<file path="config.mk">
export PLATFORM = sky130hd
export DESIGN_NAME = qxmm_limit
export DESIGN_NICKNAME = d
export VERILOG_FILES = /design/src/qxmm_pkg.sv /design/src/qxmm_limit.sv
export SDC_FILE = /design/constraint.sdc
export NUM_CORES = 1
export LEC_CHECK = 0
export BUFFER_PORTS_ARGS = -buffer_cell sky130_fd_sc_hd__buf_2
export CORE_MARGIN = 2
export CORE_UTILIZATION = 52
export CTS_CLUSTER_SIZE = 24
export DETAILED_ROUTE_END_ITERATION = 8
export MAX_ROUTING_LAYER = met4
export PLACE_DENSITY = 0.79
export REMOVE_ABC_BUFFERS = 1
export SLEW_MARGIN = 20
export SYNTH_ARGS = -nofsm -noshare
export SYNTH_HDL_FRONTEND = slang
export SYNTH_SLANG_ARGS = --single-unit
</file>
<file path="constraint.sdc">
create_clock -name i_clk -period 3.45 [get_ports i_clk]
set_clock_uncertainty 0.1 [all_clocks]
set_input_delay 0.1725 -clock i_clk [delete_from_list [all_inputs] [get_ports i_clk]]
set_output_delay 0.1725 -clock i_clk [all_outputs]
set_load 0.05 [all_outputs]
</file>
<file path="src/qxmm_pkg.sv">
`timescale 1ns / 1ps
// ----------------------------------------------------------------------------
// qxmm_pkg
// Shared widths, constants and types of the X-frame quad motor mixer.
// ----------------------------------------------------------------------------
package qxmm_pkg;

    localparam int NUM_MOTORS = 4;
    localparam int NUM_STAGES = 6;

    localparam int CMD_W  = 16;
    localparam int THR_W  = 10;
    localparam int WGT_W  = 17;
    localparam int PCT_W  = 7;
    localparam int MOT_W  = 10;
    localparam int MIX_W  = 11;   // mix after the +/-1000 limit
    localparam int LIM_W  = 11;   // floor / ceiling, up to 1270
    localparam int CNUM_W = 26;   // curve numerator, |x| <= 2e7
    localparam int PROD_W = 43;   // weight * curve numerator
    localparam int DIVV_W = 22;   // biased value / 32
    localparam int QUO_W  = 12;   // biased quotient
    localparam int SUM_W  = 14;   // throttle + signed delta

    localparam int MIX_LIMIT = 1000;

    localparam logic [PCT_W-1:0] MAX_THR_RST = 7'd80;
    localparam logic [PCT_W-1:0] IDLE_RST    = 7'd20;
    localparam logic [PCT_W-1:0] MAX_PWM_RST = 7'd100;

    // curve: p * (11000 + 9*|p|) / 20000
    localparam logic [14:0] CURVE_LIN = 15'd11000;
    localparam logic [13:0] CURVE_SQ  = 14'd9;

    // floor(q / 20000) = floor((q + 2048*20000) / 32 / 625) - 2048
    localparam logic signed [27:0] DIV_BIAS  = 28'sd40960000;
    localparam logic [QUO_W-1:0]   QUO_BIAS  = 12'd2048;
    localparam logic [22:0]        RECIP_625 = 23'd6871948;  // ceil(2^32 / 625)
    localparam int                 RECIP_SH  = 32;

    localparam logic [MOT_W-1:0] OUT_MAX = 10'd1023;

    typedef enum logic [1:0] {
        CFG_MAX_THR    = 2'd0,
        CFG_IDLE_SPEED = 2'd1,
        CFG_MAX_PWM    = 2'd2
    } t_cfg_idx;

    typedef struct packed {
        logic [PCT_W-1:0] max_thr;
        logic [PCT_W-1:0] idle;
        logic [PCT_W-1:0] max_pwm;
    } t_cfg;

    typedef struct packed {
        logic [THR_W-1:0] thr;
        logic [LIM_W-1:0] lo;
        logic [LIM_W-1:0] hi;
        logic             armed;
    } t_side;

    typedef struct packed {
        logic [NUM_STAGES-1:0] en;
    } t_pipe_ctl;

    typedef logic signed [MIX_W-1:0] t_mix;
    typedef logic [QUO_W-1:0]        t_quo;

endpackage

</file>
<file path="src/qxmm_limit.sv">
`timescale 1ns / 1ps
// ----------------------------------------------------------------------------
// qxmm_limit
// Stage 6: add throttle, floor/ceiling limit, disarm gating, output register.
// ----------------------------------------------------------------------------
module qxmm_limit (
    input  logic                        i_clk,
    input  qxmm_pkg::t_pipe_ctl         i_ctl,
    input  qxmm_pkg::t_side             i_side,
    input  qxmm_pkg::t_quo              i_quo [qxmm_pkg::NUM_MOTORS],
    output logic [qxmm_pkg::MOT_W-1:0]  o_motor [qxmm_pkg::NUM_MOTORS]
);
    import qxmm_pkg::*;

    logic signed [SUM_W-1:0] m   [NUM_MOTORS];
    logic signed [SUM_W-1:0] mc  [NUM_MOTORS];
    logic [MOT_W-1:0]        mot [NUM_MOTORS];
    logic signed [SUM_W-1:0] lo_s;
    logic signed [SUM_W-1:0] hi_s;
    logic signed [SUM_W-1:0] top_s;

    logic [MOT_W-1:0]        r_motor [NUM_MOTORS];

    always_comb begin
        lo_s  = $signed(SUM_W'(i_side.lo));
        hi_s  = $signed(SUM_W'(i_side.hi));
        top_s = $signed(SUM_W'(OUT_MAX));
        for (int k = 0; k < NUM_MOTORS; k++) begin
            m[k] = $signed(SUM_W'(i_side.thr)) + $signed(SUM_W'(i_quo[k]))
                 - $signed(SUM_W'(QUO_BIAS));
            // floor is checked first; a value at or above the floor is still held to the ceiling
            if (m[k] < lo_s) begin
                mc[k] = lo_s;
            end else if (m[k] > hi_s) begin
                mc[k] = hi_s;
            end else begin
                mc[k] = m[k];
            end
            if (!i_side.armed) begin
                mot[k] = '0;
            end else if (mc[k] > top_s) begin
                mot[k] = OUT_MAX;
            end else begin
                mot[k] = mc[k][MOT_W-1:0];
            end
        end
    end

    always_ff @(posedge i_clk) begin
        if (i_ctl.en[5]) begin
            for (int k = 0; k < NUM_MOTORS; k++) begin
                r_motor[k] <= mot[k];
            end
        end
    end

    assign o_motor = r_motor;

endmodule

</file>
# [After elaboration in Yosys (flattened, before gate mapping)]
# Cells that the tools add are included.
[classes] magnitude_cmp=12 mux=12 add_sub_neg=8
[op_table] op="$mux 14" n=8
[op_table] op="$gt 14x11->1 const B" n=4
[op_table] op="$gt 14x12->1" n=4
[op_table] op="$lt 14x12->1" n=4
[op_table] op="$sub 13x12->14 const B" n=4
[op_table] op="$add 10x12->13" n=4
[op_table] op="$mux 10" n=4
[totals] out_inout_bits=40 word_cells=36 ff_bits=40

# [Longest topological paths before layout]
# Gate-level depths: netlist of run 1.
[depth] word_depth=7 mapped_depth=19

# [Least setup slack after synthesis of run 1]
# OpenSTA, ideal clock, no wires.
[synth_timing] kind="input to register" start="input i_side[23] (netlist name)" end="register r_motor, in the netlist o_motor[10], data pin" setup_time_ns=0.274 t_arrival_ns=3.393 path_slack_ns=-0.316 stages=18 cell_sequence="ha_1 inv_1 fa_1 nor2b_1 o31a_1 o31a_1 o21ai_4 xnor2_1 ha_1 and3_1 a221o_1 nor3_1 a211o_1 nand2_1 o21ai_1 buf_4 mux2i_1 a21oi_1"
[synth_between] elab_chain_len=7
[synth_lines] item="from (decl)" line_no="qxmm_limit.sv:9" text="input qxmm_pkg::t_side i_side,"
[synth_lines] item="$add 10x12->13 *" line_no="qxmm_limit.sv:29" text="m[k] = $signed(SUM_W'(i_side.thr)) + $signed(SUM_W'(i_quo[k]))"
[synth_lines] item="$sub 13x12->14 *" line_no="qxmm_limit.sv:30" text="- $signed(SUM_W'(QUO_BIAS));"
[synth_lines] item="$gt 14x12->1" line_no="qxmm_limit.sv:34" text="end else if (m[k] > hi_s) begin"
[synth_lines] item="$mux 14" line_no="qxmm_limit.sv:34"
[synth_lines] item="$mux 14 *" line_no="qxmm_limit.sv:32" text="if (m[k] < lo_s) begin"
[synth_lines] item="$gt 14x11->1" line_no="qxmm_limit.sv:41" text="end else if (mc[k] > top_s) begin"
[synth_lines] item="$mux 10 *" line_no="qxmm_limit.sv:41"
[synth_lines] item="to (signal, indexed assignment)" line_no="qxmm_limit.sv:52" text="r_motor[k] <= mot[k];"
[synth_lines] item="to (decl)" line_no="qxmm_limit.sv:22" text="logic [MOT_W-1:0] r_motor [NUM_MOTORS];"
# Mark *: on every way between the ends. The rest lies on a longest branch, timed or not.
# A chain may end at the register's enable or synchronous reset.

# [Final worst setup path of run 1]
[layout_timing] start="input i_side[23] (netlist name)" end="register r_motor, in the netlist o_motor[28], data pin"
# Same word-level chain as after synthesis.

==> out/metrics.csv, run 1 <==
stage,metric,value,unit
synthesis,ys_seq_area_share,19.0,%
synthesis,syn_inst,710,
detailed_routing,vias_per_cell,6.43,
finish,design_area,0.00956,sq mm
floorplanning,core,0.0120,sq mm
worst_setup_path,cp.required,3.39,ns
floorplanning,row_count,40,
pwr,power_density,402,mW/mm^2
clock_network,path_clk_slew,0.06,ns
worst_setup_path,cp_cell_sequence,"buf_8, buf_4, buf_6, ha_4, buf_6, a211oi_4, o21ai_2, a211oi_2, o21bai_1, a21oi_2, xnor2_2, ha_1, a21oi_1, o21ai_0, a21oi_1, o31ai_1, a22oi_2, buf_4, o211a_4, clkbuf_16, a21oi_2",
floorplanning,pin_count,128,
sta,fmax,0.262,GHz
pwr,combPwrFrac,69.7,%
detailed_routing,avgRoutedWirePerCell,22.1,microns
floorplanning,start_util,52.9,%
finish,final_cells,1158,
place,placed_cells,1114,
sta,finalHoldViolations,0,
clock_network,h-tree-depth,2,
synthesis,yosysTopAreaCell,ha_1,
global_routing,grt_max_degree,41,
worst_setup_path,arrival,3.75,ns
run,maxCapViolations,0,
synthesis,netlist_top_cells_count,"124 x ha_1, 70 x a21oi_1, 56 x o21ai_0, 48 x inv_1, 43 x nor2_1",
sta,slew_viol_final,0,
sta,rsz0062_at_grt,yes,
synthesis,yosysMostFrequentCell,ha_1,
pwr,ir_worst_vdd,0.206,mV
place,postPlaceCellArea,0.00824,sq mm
global_routing,antenna_found_initial,0,
outcome,status,finished with violations,
global_routing,grt_first_pass_wirelength,34.9,mm
synthesis,synth_cell_types,69,
outcome,failed_checks,setup timing,
detailed_routing,drtIter0Drc,880,
worst_setup_path,crit_path_start_kind,input pin,
global_routing,gr-usage-all-layers,35.3,%
synthesis,syn_avg_cell_area,8.91,sq um
detailed_routing,drtAntennaViolNets,0,
worst_setup_path,crit_type,input pin to register,
finish,areaGrowthSynthToFinish,51.1,%
floorplanning,fp.dieH,114,microns
pwr,netSwitchingPower,1.73,mW
finish,largest_register_ffs,40,
synthesis,synthTopCellsByArea,"ha_1 25%, edfxtp_1 19%, mux2i_1 6.5%",
synthesis,synthFlopType,edfxtp_1,
sta,setup_viol,40,
pwr,p_clk_share,14.0,%
floorplanning,dieArea,0.0131,sq mm
hold_path,worstHoldPathType,input pin to register,
place,place_congestion,0.920,
worst_setup_path,cpPeakStageDelay,0.34,ns
synthesis,yosysWarnings,0,
pwr,seq_power_share,16.3,%
finish,final_net_count,1226,
clock_network,clock-sinks,40,
pwr,sw_frac_of_total,45.0,%
detailed_routing,finalWirelength,25.6,mm
clock_network,cts-root-buf,clkbuf_16,
place,dp_hpwl,17.0,mm
finish,drive_gt1_share,46.3,%
global_routing,grt_overflow,0,
synthesis,async_flop_share,0,%
detailed_routing,drc,0,
clock_network,cts_tree,done,
floorplanning,fp.dieW,114,microns
place,port_buffers,122,
detailed_routing,vias,7449,
clock_network,cts_buffers,5,
sta,worst_pin_slew,0.913,ns
global_routing,first_global_vias,6904,
clock_network,clk_path_buf_depth,2,
sta,timing.final.crit_share,111,%
synthesis,synth_seq_cells,40,
sta,slew_headroom,39.1,%
pwr,fin_total_pwr,3.84,mW
pwr,power.internal,2.11,mW
synthesis,synth_area,0.00633,sq mm
pwr,p_leak,4.54,nW
worst_setup_path,path_max_fanout,5,
synthesis,synth_top_area_share,24.5,%
sta,worst_slack,-0.367,ns
detailed_routing,dr.pass1.iters,5,
finish,utilization,79.9,%
sta,fin_crit,3.82,ns
worst_setup_path,crit_path_end_kind,register,
worst_setup_path,worst_path_max_delay_cell,ha_1,
finish,n_antenna_cell,0,
synthesis,synth_edf_count,40,
per-stage QoR:
stage | setup slack (ns) | hold slack [ns] | setup TNS (ns)
after global placement | -0.630 | 0.516 | -20.23
after global routing | -0.474 | 0.253 | -15.68
after detailed placement | -0.748 | 0.514 | -23.45
after CTS | -0.251 | 0.218 | -6.30
final | -0.367 | 0.231 | -10.68
after floorplan | -0.776 | 0.185 | -16.02
worst paths after layout:
check                   from                         to  slack (ns)  cells after the start
setup / recovery  i_side[23]  o_motor[28]$_SDFFCE_PN0P_       -0.37                     21
hold / removal     i_side[3]  o_motor[22]$_SDFFCE_PN0P_        0.23                      3
cells by family after synthesis:
| logic type | Yosys count | synth area share [%] |
|---|---|---|
| compound gates | 258 | 28.4 |
| buf+inv | 60 | 3.86 |
| xor+xnor | 30 | 4.15 |
| flops | 40 | 19.0 |
| mux | 41 | 6.49 |
| simple gates | 153 | 12.4 |
| fa+ha+maj | 128 | 25.8 |
power groups by stage:
stage / sequential (mW) / clock [mW] / combinational (mW)
after floorplan: 0.844 / 0 / 1.03
after global placement: 0.635 / 0 / 2.03
after detailed placement: 0.637 / 0 / 2.08
after CTS: 0.627 / 0.531 / 2.29
after global routing: 0.631 / 0.553 / 2.80
final: 0.627 / 0.537 / 2.68
final cells by class:
cell class / count / area [sq um]
multi-input cells: 611 / 5680
fillers: 712 / 2400
repair buffers: 302 / 2140
flip-flops and latches: 40 / 1200
inverters: 50 / 188
well taps: 147 / 184
clock buffers: 5 / 125
clock inverters: 3 / 42.5
layer usage:
layer	vias to the layer above	routed length [microns]	track usage (%)
li1	3317	-	-
met1	3452	9630	43.0
met2	557	11800	57.5
met3	123	2350	3.18
met4	0	1880	20.6
met5	-	0	-
worst max-delay path: cells and delay by family:
kind | cells | cell delay (ns)
AOI/OAI and AO/OA | 12 | 2.07
xor gates and xnor gates | 1 | 0.19
adders and majority gates | 2 | 0.50
buffers and inverters | 6 | 0.80
cells in the final DEF, fill, tap and decap left out, drive strengths merged, types with 5 or more instances in the layout:
cell type  netlist  layout
a21oi           82      82
a31oi            5       5
mux2i           41      41
nand2b          15      15
xnor2           22      22
and4             5       5
nor3             8       8
nand2           39      39
nor2b            9       9
o21a            11      12
nand4            6       6
buf              5     301
ha             124     124
nor2            44      44
nand3           15      15
edfxtp          40      40
o211ai           6       6
a211oi           9       9
a21o            29      29
clkbuf           5       6
o21bai           6       6
inv             48      48
a221oi          11      11
xor2             8       8
o21ai           65      65
timing repair:
action,in CTS,in global routing
buffers inserted,12,25
endpoints found under the hold margin,0,0
gates cloned,4,2
resized for setup,85,119
hold buffers,0,0
pin swaps,35,53
endpoints found under the setup margin,40,40
No activity file was read; power rests on OpenSTA's default activity.
==> run 2: changes to the inputs <==
--- a/config.mk
+++ b/config.mk
@@ -12,7 +12,6 @@
 export DETAILED_ROUTE_END_ITERATION = 8
 export MAX_ROUTING_LAYER = met4
 export PLACE_DENSITY = 0.79
-export REMOVE_ABC_BUFFERS = 1
 export SLEW_MARGIN = 20
 export SYNTH_ARGS = -nofsm -noshare
 export SYNTH_HDL_FRONTEND = slang
==> run 2 against run 1 <==
The run still ends with setup timing left. Routed wire length fell by 0.43%. Utilization up 3.7 points. Die area stayed put. Via count grew 1.2%. First-iteration DRC count decreased by 4.8%. Global-route usage is 1.8 points higher.
==> out/metrics.csv, run 2 (same netlist as run 1, synthesis figures left out) <==
stage,metric,value,unit
worst_setup_path,path_max_fanout,5,
detailed_routing,drc,0,
global_routing,first_global_vias,7433,
floorplanning,start_util,52.9,%
detailed_routing,drtAntennaViolNets,0,
pwr,power_density,395,mW/mm^2
worst_setup_path,cp.required,3.38,ns
worst_setup_path,arrival,3.82,ns
sta,slew_viol_final,0,
global_routing,antenna_found_initial,0,
finish,drive_gt1_share,48.9,%
finish,final_net_count,1254,
clock_network,cts_tree,done,
detailed_routing,vias_per_cell,6.35,
worst_setup_path,crit_path_end_kind,register,
detailed_routing,dr.pass1.iters,5,
worst_setup_path,cpPeakStageDelay,0.37,ns
hold_path,worstHoldPathType,input pin to register,
place,postPlaceCellArea,0.00840,sq mm
clock_network,path_clk_slew,0.06,ns
synthesis,syn_nets,926,
place,dp_hpwl,17.5,mm
floorplanning,fp.dieH,114,microns
place,place_congestion,0.990,
sta,setup_tns,-11.11,ns
finish,final_common_cell,buf_4,
outcome,failed_checks,setup timing,
sta,fmax,0.257,GHz
sta,fin_crit,3.89,ns
detailed_routing,drtIter0Drc,838,
floorplanning,pin_count,128,
finish,largest_register_ffs,40,
sta,timing.final.crit_share,113,%
finish,final_cells,1187,
sta,finalHoldViolations,0,
pwr,p_leak,4.71,nW
floorplanning,row_count,40,
worst_setup_path,crit_type,input pin to register,
floorplanning,dieArea,0.0131,sq mm
worst_setup_path,worst_path_max_delay_cell,a221o_1,
worst_setup_path,crit_path_start_kind,input pin,
global_routing,grt_max_degree,41,
detailed_routing,avgRoutedWirePerCell,21.5,microns
sta,worst_pin_slew,0.930,ns
floorplanning,fp.dieW,114,microns
place,placed_cells,1126,
global_routing,grt_first_pass_wirelength,36.8,mm
outcome,status,finished with violations,
finish,utilization,83.6,%
sta,setup_viol,40,
clock_network,clock-sinks,40,
finish,final.fill_count,658,
global_routing,gr-usage-all-layers,37.1,%
finish,areaGrowthSynthToFinish,58.1,%
run,maxCapViolations,0,
global_routing,grt_overflow,0,
finish,design_area,0.0100,sq mm
pwr,ir_worst_vdd,0.234,mV
worst_setup_path,worst-path-buf-inv,4,
worst_setup_path,cp_cell_sequence,"buf_6, ha_4, inv_2, fa_2, nor2b_2, o31a_1, o31a_1, buf_6, o21ai_4, xnor2_2, ha_1, and3_4, a221o_1, nor3_2, a211o_1, nand2_1, o21ai_2, buf_4, mux2i_2, a21oi_1",
worst_setup_path,path_delay_family,compound AO/OA/AOI/OAI gates,
detailed_routing,vias,7540,
place,port_buffers,122,
floorplanning,core,0.0120,sq mm
clock_network,h-tree-depth,2,
finish,final_cell_mix,"179 x buf_4, 117 x buf_2, 105 x ha_1",
sta,hold_ws,0.242,ns
clock_network,cts-root-buf,clkbuf_16,
detailed_routing,finalWirelength,25.5,mm
sta,slew_headroom,37.5,%
clock_network,clk_path_buf_depth,2,
sta,worst_slack,-0.444,ns
sta,rsz0062_at_grt,yes,
clock_network,cts_buffers,5,
## run 2: worst paths after layout
kind	startpoint	endpoint	slack, ns	cells after the start
hold / removal	i_side[13]	o_motor[31]$_SDFFCE_PN0P_	0.24	3
setup / recovery	i_quo[12]	o_motor[14]$_SDFFCE_PN0P_	-0.44	20
## run 2: cell type report
type	count	area, sq um	share of cell area [%]
multi-input cells	611	5820	58.2
repair buffers	330	2440	24.4
flip-flops and latches	40	1200	12.0
inverters	50	191	1.91
well taps	147	184	1.84
clock buffers	5	125	1.25
clock inverters	3	42.5	0.425
diodes	1	2.50	0.0250
## run 2: what timing repair did
| item | 4_1_cts | 5_1_grt |
|---|---|---|
| setup buffers | 29 | 18 |
| gates resized for setup | 111 | 99 |
| setup endpoints to repair | 40 | 40 |
| hold buffers | 0 | 0 |
| gates cloned | 6 | 1 |
| hold endpoints to repair | 0 | 0 |
| pin swaps | 60 | 57 |
## run 2: metrics by stage
step,setup slack [ns],total power [mW]
after floorplan,-0.240,1.91
after global placement,-0.774,2.72
after detailed placement,-0.774,2.77
after CTS,-0.372,3.61
after global routing,-0.623,4.11
final,-0.444,3.95
## run 2: where the power goes
group | switching, mW | internal, mW | leakage, nW | total (mW)
registers | 0.0142 | 0.611 | 0.389 | 0.625
clock network | 0.191 | 0.340 | 0.0798 | 0.531
logic | 1.53 | 1.26 | 4.25 | 2.80
## run 2: per-layer routing
layer  routed length (microns)  track usage [%]  share of wire, %
met4                      1840             20.9               7.2
met1                      9640             43.4                38
met5                         0                -                 0
met3                      1940             3.55               7.6
met2                     12100             62.5                47
==> run 3: changes to the inputs <==
--- a/config.mk
+++ b/config.mk
@@ -5,9 +5,10 @@
 export SDC_FILE = /design/constraint.sdc
 export NUM_CORES = 1
 export LEC_CHECK = 0
-export BUFFER_PORTS_ARGS = -buffer_cell sky130_fd_sc_hd__buf_2
+export ABC_AREA = 1
+export BUFFER_PORTS_ARGS = -buffer_cell sky130_fd_sc_hd__buf_4
 export CORE_MARGIN = 2
-export CORE_UTILIZATION = 52
+export CORE_UTILIZATION = 53
 export CTS_CLUSTER_SIZE = 24
 export DETAILED_ROUTE_END_ITERATION = 8
 export MAX_ROUTING_LAYER = met4
==> run 3 against run 2 <==
Routed wire length is 23% lower. Design area shrank 11%. Clock-buffer cell count grew 2. Via count down 4.1%. Hold slack worse by 0.027 ns. Sequential share of layout area up 1.6 points. Global-route usage shrank 9.1 points. Clock power fell by 21%. Largest cell class unchanged. Combinational power decreased by 26%. First-iteration DRC count decreased by 24%. The flow now finishes without violations. Fmax up 19%.
==> out/metrics.csv, run 3 <==
stage,metric,value,unit
outcome,status,"complete, no violations",
synthesis,syn_nets,1234,
finish,drive_gt1_share,23.7,%
worst_setup_path,arrival,3.17,ns
finish,multi_input_area,0.00537,sq mm
pwr,ir_worst_vdd,0.208,mV
floorplanning,fp.dieH,119,microns
synthesis,ys_seq_area_share,17.0,%
floorplanning,start_util,53.8,%
finish,final_cells,1361,
run,maxCapViolations,0,
global_routing,met3_usage,1.96,%
place,port_buffers,122,
worst_setup_path,cp.required,3.35,ns
worst_setup_path,cpPeakStageDelay,0.39,ns
worst_setup_path,worst_path_max_delay_cell,fa_2,
finish,final_net_count,1400,
global_routing,use_met2,41.6,%
floorplanning,core,0.0131,sq mm
synthesis,synth_area,0.00707,sq mm
place,place_congestion,0.938,
sta,finalHoldViolations,0,
worst_setup_path,worst-path-buf-inv,4,
detailed_routing,dr.pass1.iters,5,
synthesis,yosysMostFrequentCell,nand2_1,
place,placed_cells,1350,
worst_setup_path,crit_path_end,o_motor[23]$_SDFFCE_PN0P_,
floorplanning,fp.dieW,119,microns
hold_path,worstHoldPathType,input pin to register,
clock_network,hold_buffers,0,
sta,fmax,0.306,GHz
synthesis,syn_avg_cell_area,6.94,sq um
global_routing,first_global_vias,6292,
clock_network,cts-root-buf,clkbuf_16,
clock_network,cts_tree,done,
finish,final.fill_count,1192,
synthesis,yosysTopAreaCell,ha_1,
detailed_routing,finalWirelength,19.7,mm
floorplanning,row_count,42,
synthesis,synth_top_area_share,22.0,%
global_routing,grt_max_degree,41,
detailed_routing,drc,0,
finish,register_area,0.00120,sq mm
sta,timing.final.crit_share,94.8,%
worst_setup_path,crit_path_start_kind,input pin,
detailed_routing,vias,7231,
clock_network,path_clk_slew,0.05,ns
worst_setup_path,path_max_fanout,10,
synthesis,synth_cell_types,45,
synthesis,async_flop_share,0,%
detailed_routing,avgRoutedWirePerCell,14.5,microns
synthesis,synth_seq_cells,40,
worst_setup_path,crit_start,i_side[23],
synthesis,syn_inst,1018,
worst_setup_path,path_delay_family,simple AND/OR/NAND/NOR gates,
synthesis,yosysWarnings,0,
global_routing,gr-usage-all-layers,28.0,%
place,dp_hpwl,16.2,mm
global_routing,use_met1,39.7,%
clock_network,cts_buffers,5,
finish,largest_register_ffs,40,
clock_network,h-tree-depth,2,
worst_setup_path,crit_type,input pin to register,
detailed_routing,drtIter0Drc,633,
worst_setup_path,crit_path_end_kind,register,
synthesis,synthFlopType,edfxtp_1,
synthesis,synth_edf_count,40,
global_routing,grt_overflow,0,
sta,slew_viol_final,0,
clock_network,clock-sinks,40,
detailed_routing,vias_per_cell,5.31,
floorplanning,pin_count,128,
finish,areaGrowthSynthToFinish,25.2,%
worst_setup_path,cpMostUsedCell,nand2_1,
detailed_routing,drtAntennaViolNets,0,
sta,slew_headroom,54.5,%
finish,n_antenna_cell,0,
global_routing,grt_first_pass_wirelength,30.9,mm
floorplanning,dieArea,0.0143,sq mm
sta,hold_ws,0.215,ns
worst_setup_path,cp_cell_sequence,"buf_4, ha_1, inv_1, fa_2, nand3b_1, nand2_1, a31o_2, xnor2_1, inv_1, ha_1, nand2_1, nor2_1, nand2_1, nor2_1, a41oi_2, nand2_1, buf_4, nand2_1, nand3_1, o21ai_0, nor2_1, nor2_1",
clock_network,clk_path_buf_depth,2,
sta,worst_pin_slew,0.681,ns
synthesis,netlist_top_cells_count,"276 x nand2_1, 124 x ha_1, 117 x inv_1, 85 x nand3_1, 74 x a21oi_1",
worst_setup_path,critical_path_depth,22,
global_routing,antenna_found_initial,0,
sta,setup_viol,0,
finish,final_common_cell,nand2_1,
sta,setup_tns,0,ns
sta,fin_crit,3.27,ns
pwr,p_leak,4.65,nW
pwr,power_density,354,mW/mm^2
synthesis,synthTopCellsByArea,"ha_1 22%, edfxtp_1 17%, nand2_1 15%",
global_routing,top_usage_layer,met2,
finish,final_cell_mix,"276 x nand2_1, 178 x buf_4, 124 x ha_1",
==> run 3: area by class of cell <==
type	instances	share of cell area [%]
clock buffers	7	1.50
clock inverters	1	0.0424
inverters	126	5.44
multi-input cells	828	60.7
flip-flops and latches	40	13.6
well taps	176	2.49
repair buffers	183	16.3
==> run 3: repair_timing <==
action,4_1_cts,5_1_grt
hold endpoints to repair,0,0
setup endpoints to repair,0,35
gates resized for setup,0,26
buffers inserted,0,1
==> run 3: cell families (layout without fill, tap and decap cells) <==
family	count (synthesis)	in the layout	share of synthesized area, %
AND/OR/NAND/NOR	514	515	34.0
buffers and inverters	151	317	8.80
AO/OA/AOI/OAI	149	149	12.6
adder cells (fa/ha/maj)	128	128	23.1
flip-flops	40	40	17.0
XOR/XNOR	36	36	4.46
==> run 3: report_power, final <==
group	internal, mW	switching [mW]
clock network	0.265	0.156
registers	0.613	0.0149
logic	0.818	1.27
total	1.70	1.44
==> run 3: per-layer routing <==
metal | wire length, microns | part of all wire, %
met3 | 1330 | 6.7
met1 | 9260 | 47
met5 | 0 | 0
met4 | 735 | 3.7
met2 | 8410 | 43
==> run 3: stage by stage <==
stage / setup WS (ns) / util (%) / power, mW / cell area, sq um
after floorplan: 0.379 / - / 2.03 / 7070
after global placement: -0.0189 / 65.1 / 2.59 / 8550
after detailed placement: -0.0912 / 65.1 / 2.63 / 8550
after CTS: 0.203 / 66.1 / 3.06 / 8690
after global routing: -0.0309 / 67.4 / 3.40 / 8850
final: 0.179 / 67.4 / 3.13 / 8850
==> run 3: tightest hold or removal path, cell delays in order <==
cell and delay, ns:
buf_4 0.08, nand2_1 0.04, nand2_1 0.06, nor2_1 0.04
nor2_1 0.08
==> run 3: how the worst min path moves through the flow <==
stage                from                   endpoint  slack [ns]  cells past startpoint
2_1_floorplan    i_ctl[5]   o_motor[0]$_SDFFCE_PN0P_        0.18                      0
3_3_place_gp   i_side[21]  o_motor[29]$_SDFFCE_PN0P_        0.48                      5
3_5_place_dp   i_side[21]  o_motor[29]$_SDFFCE_PN0P_        0.50                      5
4_1_cts        i_side[21]  o_motor[29]$_SDFFCE_PN0P_        0.21                      5
5_1_grt        i_side[21]  o_motor[29]$_SDFFCE_PN0P_        0.27                      5
6_report       i_side[21]  o_motor[29]$_SDFFCE_PN0P_        0.22                      5
